[src/hdl/tilt_orientation_debouncer_macros.svh]
// Assertion macros for the tilt orientation debouncer.
// Included by the top level; depends on nothing.
`ifndef TILT_ORIENTATION_DEBOUNCER_MACROS_SVH
`define TILT_ORIENTATION_DEBOUNCER_MACROS_SVH

// same-cycle implication, off during reset
`define TOD_ASSERT_NOW(label, clk, rst_n, ante, cons) \
    label: assert property (@(posedge clk) disable iff (!(rst_n)) (ante) |-> (cons)) \
        else $error("tod assertion failed");

// next-cycle implication, off during reset
`define TOD_ASSERT_NEXT(label, clk, rst_n, ante, cons) \
    label: assert property (@(posedge clk) disable iff (!(rst_n)) (ante) |=> (cons)) \
        else $error("tod assertion failed");

`endif

[src/hdl/tod_pkg.sv]
// Shared types and constants of the tilt orientation debouncer.
// No dependencies.
package tod_pkg;

    localparam int unsigned TOD_QUEUE_DEPTH = 2;
    localparam int unsigned TOD_IN_DATA_W   = 80;
    localparam int unsigned TOD_OUT_DATA_W  = 8;
    localparam int unsigned TOD_CFG_IDX_W   = 3;
    localparam int unsigned TOD_CFG_DATA_W  = 32;

    localparam logic [15:0] TOD_RST_DEBOUNCE   = 16'd250;
    localparam logic [31:0] TOD_RST_MIN_TOTAL  = 32'd4194304;
    localparam logic [31:0] TOD_RST_MAX_TOTAL  = 32'd48486154;
    localparam logic [31:0] TOD_RST_MIN_PLANAR = 32'd2055209;
    localparam logic [14:0] TOD_RST_MARGIN     = 15'd492;

    typedef enum logic [2:0] {
        REG_DEBOUNCE    = 3'd0,
        REG_MIN_TOTAL   = 3'd1,
        REG_MAX_TOTAL   = 3'd2,
        REG_MIN_PLANAR  = 3'd3,
        REG_AXIS_MARGIN = 3'd4
    } t_reg_idx;

    typedef enum logic [1:0] {
        ORIENT_0   = 2'd0,
        ORIENT_90  = 2'd1,
        ORIENT_180 = 2'd2,
        ORIENT_270 = 2'd3
    } t_orient;

    typedef struct packed {
        logic [15:0] debounce_ms;
        logic [31:0] min_total_sq;
        logic [31:0] max_total_sq;
        logic [31:0] min_planar_sq;
        logic [14:0] axis_margin;
    } t_cfg;

    // classified sample: has_prop low means keep committed
    typedef struct packed {
        logic        has_prop;
        t_orient     prop;
        logic [31:0] now_ms;
    } t_cls;

    typedef struct packed {
        logic full;
        logic empty;
    } t_q_sts;

    typedef struct packed {
        logic    pop;
        logic    commit;
        t_orient committed;
    } t_back_sts;

endpackage

[src/hdl/tod_front.sv]
// Front end: squares the sample, checks magnitude windows and axis lead.
// Depends on tod_pkg.
module tod_front (
    input  logic                                i_clk,
    input  logic                                i_rst_n,
    input  logic                                i_valid,
    output logic                                o_ready,
    input  logic [tod_pkg::TOD_IN_DATA_W-1:0]   i_data,
    input  logic                                i_sample_valid,
    input  tod_pkg::t_cfg                       i_cfg,
    input  logic                                i_full,
    output logic                                o_push,
    output tod_pkg::t_cls                       o_cls
);
    import tod_pkg::*;

    logic signed [15:0] x, y, z;
    logic signed [31:0] sq_x, sq_y, sq_z;
    logic        [15:0] abs_x, abs_y;

    logic               r_vld;
    logic        [30:0] r_xx, r_yy, r_zz;
    logic        [15:0] r_ax, r_ay;
    logic               r_xneg, r_yneg, r_ok;
    logic        [31:0] r_now;

    logic        [31:0] planar;
    logic        [32:0] total;
    logic        [16:0] ay_m, ax_m;
    logic               x_dom, y_dom, mag_ok;
    logic               advance;

    assign x = i_data[15:0];
    assign y = i_data[31:16];
    assign z = i_data[47:32];

    assign sq_x  = x * x;
    assign sq_y  = y * y;
    assign sq_z  = z * z;
    assign abs_x = x[15] ? 16'(-x) : 16'(x);
    assign abs_y = y[15] ? 16'(-y) : 16'(y);

    assign o_push  = r_vld && !i_full;
    assign advance = !r_vld || o_push;
    assign o_ready = advance;

    always_ff @(posedge i_clk) begin
        if (!i_rst_n) begin
            r_vld <= 1'b0;
        end else if (advance) begin
            r_vld <= i_valid;
        end
    end

    always_ff @(posedge i_clk) begin
        if (advance && i_valid) begin
            r_xx   <= sq_x[30:0];
            r_yy   <= sq_y[30:0];
            r_zz   <= sq_z[30:0];
            r_ax   <= abs_x;
            r_ay   <= abs_y;
            r_xneg <= x[15];
            r_yneg <= y[15];
            r_ok   <= i_sample_valid;
            r_now  <= i_data[79:48];
        end
    end

    assign planar = 32'(r_xx) + 32'(r_yy);
    assign total  = 33'(planar) + 33'(r_zz);
    assign mag_ok = (total >= 33'(i_cfg.min_total_sq)) &&
                    (total <= 33'(i_cfg.max_total_sq)) &&
                    (planar >= i_cfg.min_planar_sq);
    assign ay_m   = 17'(r_ay) + 17'(i_cfg.axis_margin);
    assign ax_m   = 17'(r_ax) + 17'(i_cfg.axis_margin);
    assign x_dom  = 17'(r_ax) > ay_m;
    assign y_dom  = 17'(r_ay) > ax_m;

    always_comb begin
        o_cls.now_ms   = r_now;
        o_cls.has_prop = r_ok && mag_ok && (x_dom || y_dom);
        if (x_dom) begin
            o_cls.prop = r_xneg ? ORIENT_270 : ORIENT_90;
        end else begin
            o_cls.prop = r_yneg ? ORIENT_0 : ORIENT_180;
        end
    end

endmodule

[src/hdl/tod_queue.sv]
// Short queue of classified samples between front and back end.
// Depends on tod_pkg.
module tod_queue #(
    parameter int unsigned DEPTH = tod_pkg::TOD_QUEUE_DEPTH
) (
    input  logic           i_clk,
    input  logic           i_rst_n,
    input  logic           i_push,
    input  tod_pkg::t_cls  i_data,
    input  logic           i_pop,
    output tod_pkg::t_cls  o_data,
    output tod_pkg::t_q_sts o_sts
);
    import tod_pkg::*;

    localparam int unsigned AW = (DEPTH > 1) ? $clog2(DEPTH) : 1;
    localparam int unsigned CW = $clog2(DEPTH + 1);

    t_cls          r_mem [DEPTH];
    logic [AW-1:0] r_wr, r_rd;
    logic [CW-1:0] r_cnt;

    assign o_sts.full  = (r_cnt == CW'(DEPTH));
    assign o_sts.empty = (r_cnt == '0);
    assign o_data      = r_mem[r_rd];

    always_ff @(posedge i_clk) begin
        if (i_push) begin
            r_mem[r_wr] <= i_data;
        end
    end

    always_ff @(posedge i_clk) begin
        if (!i_rst_n) begin
            r_wr  <= '0;
            r_rd  <= '0;
            r_cnt <= '0;
        end else begin
            if (i_push) begin
                r_wr <= (r_wr == AW'(DEPTH - 1)) ? '0 : r_wr + 1'b1;
            end
            if (i_pop) begin
                r_rd <= (r_rd == AW'(DEPTH - 1)) ? '0 : r_rd + 1'b1;
            end
            case ({i_push, i_pop})
                2'b10:   r_cnt <= r_cnt + 1'b1;
                2'b01:   r_cnt <= r_cnt - 1'b1;
                default: r_cnt <= r_cnt;
            endcase
        end
    end

endmodule

[src/hdl/tod_back.sv]
// Back end: debounce state and the registered result item.
// Depends on tod_pkg.
module tod_back (
    input  logic                                 i_clk,
    input  logic                                 i_rst_n,
    input  logic                                 i_empty,
    input  tod_pkg::t_cls                        i_cls,
    input  tod_pkg::t_cfg                        i_cfg,
    output logic                                 o_pop,
    output logic                                 o_valid,
    input  logic                                 i_ready,
    output logic [tod_pkg::TOD_OUT_DATA_W-1:0]   o_data,
    output tod_pkg::t_back_sts                   o_sts
);
    import tod_pkg::*;

    t_orient     r_committed, n_committed;
    t_orient     r_pending,   n_pending;
    logic [31:0] r_since,     n_since;
    logic        r_out_vld;
    logic        r_changed;
    logic        commit;
    logic [31:0] elapsed;

    assign o_pop   = !i_empty && (!r_out_vld || i_ready);
    assign elapsed = i_cls.now_ms - r_since;

    always_comb begin
        n_committed = r_committed;
        n_pending   = r_pending;
        n_since     = r_since;
        commit      = 1'b0;
        if (!i_cls.has_prop || i_cls.prop == r_committed) begin
            n_pending = r_committed;
            n_since   = i_cls.now_ms;
        end else if (i_cls.prop != r_pending) begin
            n_pending = i_cls.prop;
            n_since   = i_cls.now_ms;
        end else if (elapsed >= 32'(i_cfg.debounce_ms)) begin
            n_committed = i_cls.prop;
            n_pending   = i_cls.prop;
            n_since     = i_cls.now_ms;
            commit      = 1'b1;
        end
    end

    always_ff @(posedge i_clk) begin
        if (!i_rst_n) begin
            r_committed <= ORIENT_0;
            r_pending   <= ORIENT_0;
            r_since     <= '0;
            r_out_vld   <= 1'b0;
            r_changed   <= 1'b0;
        end else begin
            if (o_pop) begin
                r_committed <= n_committed;
                r_pending   <= n_pending;
                r_since     <= n_since;
                r_changed   <= commit;
                r_out_vld   <= 1'b1;
            end else if (i_ready) begin
                r_out_vld   <= 1'b0;
            end
        end
    end

    assign o_valid = r_out_vld;
    assign o_data  = {(TOD_OUT_DATA_W - 3)'(0), r_changed, r_committed};

    assign o_sts.pop       = o_pop;
    assign o_sts.commit    = o_pop && commit;
    assign o_sts.committed = r_committed;

endmodule

[src/hdl/tilt_orientation_debouncer.sv]
// Top level of the tilt orientation debouncer: config registers, front end,
// queue and back end. Depends on tod_pkg, tod_front, tod_queue, tod_back and the macros header.
//
//  channel   dir  handshake                      payload
//  s_axis    in   i_s_axis_tvalid/o_s_axis_tready  tdata x,y,z,now_ms; tuser sample_valid
//  m_axis    out  o_m_axis_tvalid/i_m_axis_tready  tdata orientation, changed
//  cfg       in   i_cfg_we                        i_cfg_idx, i_cfg_wdata
//
// One item per cycle while the output side is ready; a result passes through the
// squaring register, a queue entry and then the output register. Synchronous
// reset restores register defaults and 0 degrees.
// A stalled output fills the queue, after which the front end holds its item.
`include "tilt_orientation_debouncer_macros.svh"

module tilt_orientation_debouncer #(
    parameter int unsigned QUEUE_DEPTH = tod_pkg::TOD_QUEUE_DEPTH
) (
    input  logic                                  i_clk,
    input  logic                                  i_rst_n,
    input  logic                                  i_s_axis_tvalid,
    output logic                                  o_s_axis_tready,
    // [15:0] accel_x, [31:16] accel_y, [47:32] accel_z, [79:48] now_ms
    input  logic [tod_pkg::TOD_IN_DATA_W-1:0]     i_s_axis_tdata,
    // [0] sample_valid
    input  logic [0:0]                            i_s_axis_tuser,
    output logic                                  o_m_axis_tvalid,
    input  logic                                  i_m_axis_tready,
    // [1:0] orientation, [2] changed, rest zero
    output logic [tod_pkg::TOD_OUT_DATA_W-1:0]    o_m_axis_tdata,
    input  logic                                  i_cfg_we,
    input  logic [tod_pkg::TOD_CFG_IDX_W-1:0]     i_cfg_idx,
    input  logic [tod_pkg::TOD_CFG_DATA_W-1:0]    i_cfg_wdata
);
    import tod_pkg::*;

    t_cfg      r_cfg;
    t_cls      fr_cls, q_cls;
    t_q_sts    q_sts;
    t_back_sts bk_sts;
    logic      fr_push;
    logic      bk_pop;

    always_ff @(posedge i_clk) begin
        if (!i_rst_n) begin
            r_cfg.debounce_ms   <= TOD_RST_DEBOUNCE;
            r_cfg.min_total_sq  <= TOD_RST_MIN_TOTAL;
            r_cfg.max_total_sq  <= TOD_RST_MAX_TOTAL;
            r_cfg.min_planar_sq <= TOD_RST_MIN_PLANAR;
            r_cfg.axis_margin   <= TOD_RST_MARGIN;
        end else if (i_cfg_we) begin
            case (t_reg_idx'(i_cfg_idx))
                REG_DEBOUNCE:    r_cfg.debounce_ms   <= i_cfg_wdata[15:0];
                REG_MIN_TOTAL:   r_cfg.min_total_sq  <= i_cfg_wdata;
                REG_MAX_TOTAL:   r_cfg.max_total_sq  <= i_cfg_wdata;
                REG_MIN_PLANAR:  r_cfg.min_planar_sq <= i_cfg_wdata;
                REG_AXIS_MARGIN: r_cfg.axis_margin   <= i_cfg_wdata[14:0];
                default:         r_cfg <= r_cfg;
            endcase
        end
    end

    tod_front u_front (
        .i_clk          (i_clk),
        .i_rst_n        (i_rst_n),
        .i_valid        (i_s_axis_tvalid),
        .o_ready        (o_s_axis_tready),
        .i_data         (i_s_axis_tdata),
        .i_sample_valid (i_s_axis_tuser[0]),
        .i_cfg          (r_cfg),
        .i_full         (q_sts.full),
        .o_push         (fr_push),
        .o_cls          (fr_cls)
    );

    tod_queue #(
        .DEPTH (QUEUE_DEPTH)
    ) u_queue (
        .i_clk   (i_clk),
        .i_rst_n (i_rst_n),
        .i_push  (fr_push),
        .i_data  (fr_cls),
        .i_pop   (bk_pop),
        .o_data  (q_cls),
        .o_sts   (q_sts)
    );

    tod_back u_back (
        .i_clk   (i_clk),
        .i_rst_n (i_rst_n),
        .i_empty (q_sts.empty),
        .i_cls   (q_cls),
        .i_cfg   (r_cfg),
        .o_pop   (bk_pop),
        .o_valid (o_m_axis_tvalid),
        .i_ready (i_m_axis_tready),
        .o_data  (o_m_axis_tdata),
        .o_sts   (bk_sts)
    );

    `TOD_ASSERT_NOW(a_no_push_when_full, i_clk, i_rst_n, fr_push, !q_sts.full)
    `TOD_ASSERT_NEXT(a_commit_flags_item, i_clk, i_rst_n, bk_sts.commit,
                     o_m_axis_tvalid && o_m_axis_tdata[2])
    `TOD_ASSERT_NOW(a_commit_only_change, i_clk, i_rst_n,
                    $past(i_rst_n) && !$stable(bk_sts.committed), $past(bk_sts.commit))

endmodule

[config.mk]
export PLATFORM = sky130hd
export DESIGN_NAME = tilt_orientation_debouncer
export DESIGN_NICKNAME = d
export VERILOG_FILES = /design/src/hdl/tod_pkg.sv /design/src/hdl/tod_front.sv /design/src/hdl/tod_queue.sv /design/src/hdl/tod_back.sv /design/src/hdl/tilt_orientation_debouncer.sv
export VERILOG_INCLUDE_DIRS = /design/src /design/src/hdl
export SDC_FILE = /design/constraint.sdc
export NUM_CORES = 2
export LEC_CHECK = 0
export ABC_AREA = 0
export BUFFER_PORTS_ARGS = -buffer_cell sky130_fd_sc_hd__buf_4
export CORE_UTILIZATION = 25
export CTS_CLUSTER_SIZE = 12
export DETAILED_ROUTE_END_ITERATION = 16
export GPL_ROUTABILITY_DRIVEN = 0
export PLACE_DENSITY_LB_ADDON = 0.12
export REMOVE_ABC_BUFFERS = 1
export SLEW_MARGIN = 40
export SYNTH_ARGS = -nofsm -noshare
export SYNTH_HDL_FRONTEND = slang
export SYNTH_SLANG_ARGS = --single-unit
[constraint.sdc]
create_clock -name i_clk -period 9.5 [get_ports i_clk]
set_input_delay 1.425 -clock i_clk [delete_from_list [all_inputs] [get_ports i_clk]]
set_output_delay 1.425 -clock i_clk [all_outputs]
set_load 0.005 [all_outputs]
==> results.sh <==
export IMPL_row_count=161
export IMPL_worst_slack_ns=1.54
export IMPL_cp_start_kind="input port"
export IMPL_hold_viol=0
export IMPL_grt_pass1_wl_um=220000
export IMPL_min_path_type="reg -> reg"
export IMPL_cts_tree="built"
export IMPL_cp_top_family="adder cells"
export IMPL_path_class="in -> reg"
export IMPL_routed_wl_um=142000
export IMPL_wl_met1_um=66700
export IMPL_critical_path_max_stage_delay_ns=0.53
export IMPL_endpoint_kind="flip-flop"
export IMPL_die_x_um=442
export IMPL_fin_crit_ns=7.96
export IMPL_cts_setup_buffers=0
export IMPL_cp_slowest_cell="fa_1"
export IMPL_whs_path_depth=0
export IMPL_crit_start="i_s_axis_tdata[11]"
export IMPL_grt_setup_unrepaired="no"
export IMPL_die_area_sq_mm=0.195
export IMPL_synth_cell_type_count=83
export IMPL_initial_core_util_pct=25.2
export IMPL_worst_clock_skew_ns=0.0256
export IMPL_synth_flop_cell="edfxtp_1"
export IMPL_cts_sinks=396
export IMPL_fin_crit_sh_pct=83.8
export IMPL_hold_end="u_queue.r_mem[0][30]"
export IMPL_synth_largest_area_cell="fa_1"
export IMPL_place_inst=7626
export IMPL_final_cell_mix="1068 x inv_1, 703 x fa_1, 587 x nand2_1"
export IMPL_met2_length_um=69700
export IMPL_cts_made_buffers=50
export IMPL_netlist_instances=5095
export IMPL_coreArea_sq_mm=0.192
export IMPL_timing_rr_start="u_front.r_yy[3]"
export IMPL_synthAdderAreaFrac_pct=42.5
export IMPL_dr_first_iter_drc_count=1497
export IMPL_area_growth_pct=11.1
export IMPL_grt_usage_pct=14.6
export IMPL_worst_pin_slew_ns=0.875
export IMPL_cp_common_cell="fa_1"
export IMPL_crit_arrival_ns=8.30
export IMPL_port_buffers=125
export IMPL_max_cap_viol_count=0
export IMPL_antenna_left=0
export IMPL_final_common_cell="inv_1"
export IMPL_synth_xor_xnor_area_share_pct=4.58
export IMPL_synth_simple_area_share_pct=11.7
export IMPL_cp_required_ns=9.84
export IMPL_dr_wl_met3_um=3930
export IMPL_wl_per_cell_um=18.5
export IMPL_timing_rr_end="u_queue.r_mem[0][34]"
export IMPL_cp_max_fo=13
export IMPL_clk_insertion_delay_late_ns=0.63
export IMPL_relSlewSlack_pct=41.5
export IMPL_clkTransAtPathRegs_ns=0.06
export IMPL_ys_ff_latch=396
export IMPL_num_antenna_cells=0
export IMPL_place_ws_ns=0.913
export IMPL_drv_slew=0
export IMPL_pin_count=131
export IMPL_clock_root_buffer="clkbuf_16"
export IMPL_max_freq_mhz=126
export IMPL_first_global_vias=35900
export IMPL_setup_viol=0
export IMPL_tns_ns=0
export IMPL_cp_num_buf_inv=6
export IMPL_ctsHoldBuffers=0
export IMPL_dr_pass1_iters=4
export IMPL_synth_top_area_share_pct=29.1
export IMPL_grt_overflow_total=0
export IMPL_dp_hpwl_um=117000
export IMPL_grt_max_degree=73
export IMPL_regToRegSetupSlack_ns=1.79
export IMPL_h_tree_depth=2
export IMPL_instances_no_fill=7720
export IMPL_drc=0
export IMPL_syn_area_per_cell_sq_um=9.50
export IMPL_top_layer="met5"
export IMPL_synth_compound_area_share_pct=8.92
export IMPL_synth_top_family_by_area="adder cells"
export IMPL_cts_buffer_depth=3
export IMPL_drive_gt1_share_pct=5.97
export IMPL_vias=33500
export IMPL_num_fill_cells=20500
export IMPL_drt_vias_per_instance=4.34
export IMPL_syn_area_sq_mm=0.0484
export IMPL_ys_async_sr_fraction_pct=0
export IMPL_yosys_warnings=0
export IMPL_synth_area_leaders="fa_1 29%, edfxtp_1 14%, ha_1 13%"
export IMPL_hp_start="u_front.r_now[30]"
export IMPL_reg2regPathDepth=29
export IMPL_nNetsFinal=6497
export IMPL_cts_resized_gates=0
export IMPL_antenna_found_initial=4
export IMPL_synth_mux_area_share_pct=1.62
export IMPL_seq_area_frac_synth_pct=21.0
export IMPL_status="finished clean"
export IMPL_die_y_um=442
export IMPL_synth_edf_count=225
[how the worst max path moves through the flow]
stage | slack (ns) | to | cells past startpoint
2_1_floorplan | 1.67 | u_front.r_xx[30] | 24
3_3_place_gp | 1.01 | u_front.r_xx[30] | 25
3_5_place_dp | 0.91 | u_front.r_xx[30] | 25
4_1_cts | 1.56 | u_front.r_xx[30] | 25
5_1_grt | 1.16 | u_front.r_xx[30] | 25
6_report | 1.54 | u_front.r_xx[30] | 25
[synth_stat cells (all sizes together), types with 70 or more instances]
cell	number
a21o	83
nor2	230
ha	521
fa	703
nand2	590
a21oi	275
edfxtp	225
dfxtp	171
and2	116
clkbuf	120
xor2	70
inv	1073
xnor2	183
o21ai	106
[sequential cells by signal, summed over array words and instances (netlist names), 29 cells and up, named ones only]
| register | cells |
|---|---|
| u_front.r_yy | 29 |
| u_back.r_since | 32 |
| u_front.r_zz | 30 |
| u_front.r_xx | 29 |
| u_queue.r_mem | 70 |
| u_front.r_now | 32 |
| r_cfg | 127 |
[cells by family (layout without fill, tap and decap cells)]
logic type      Yosys count  count (layout)
mux                      74              74
other cells               1               5
flops                   396             396
buf+inv                1221            1316
simple gates           1238            1238
fa+ha+maj              1224            1224
xor+xnor                253             253
compound gates          688             688
[layer usage]
layer  global-route usage, %  vias to the layer above
li1                        -                    16300
met1                    20.0                    16700
met2                    25.4                      401
met3                    1.29                      102
met4                    2.20                        2
met5                       0                        -
[cell type report]
class                           count  area, sq um  share of cell area (%)
Multi-Input combinational cell   3482        33600                    62.5
Sequential cell                   396        10200                    18.9
Inverter                         1079         4050                    7.54
Tap cell                         2526         3160                    5.88
Clock buffer                       66         1440                    2.67
Timing Repair Buffer              143         1080                    2.02
Clock inverter                     28          220                   0.410
[metrics by stage]
step / util (%) / hold WS, ns / area (sq um)
2_1_floorplan: - / 0.421 / 47800
3_3_place_gp: 27.1 / 0.423 / 52000
3_5_place_dp: 27.1 / 0.431 / 52100
4_1_cts: 27.9 / 0.443 / 53700
5_1_grt: 27.9 / 0.455 / 53800
6_report: 27.9 / 0.443 / 53800
Power is not shown: default switching activity piles up to over one toggle a cycle in this logic, so the estimate is an artifact.
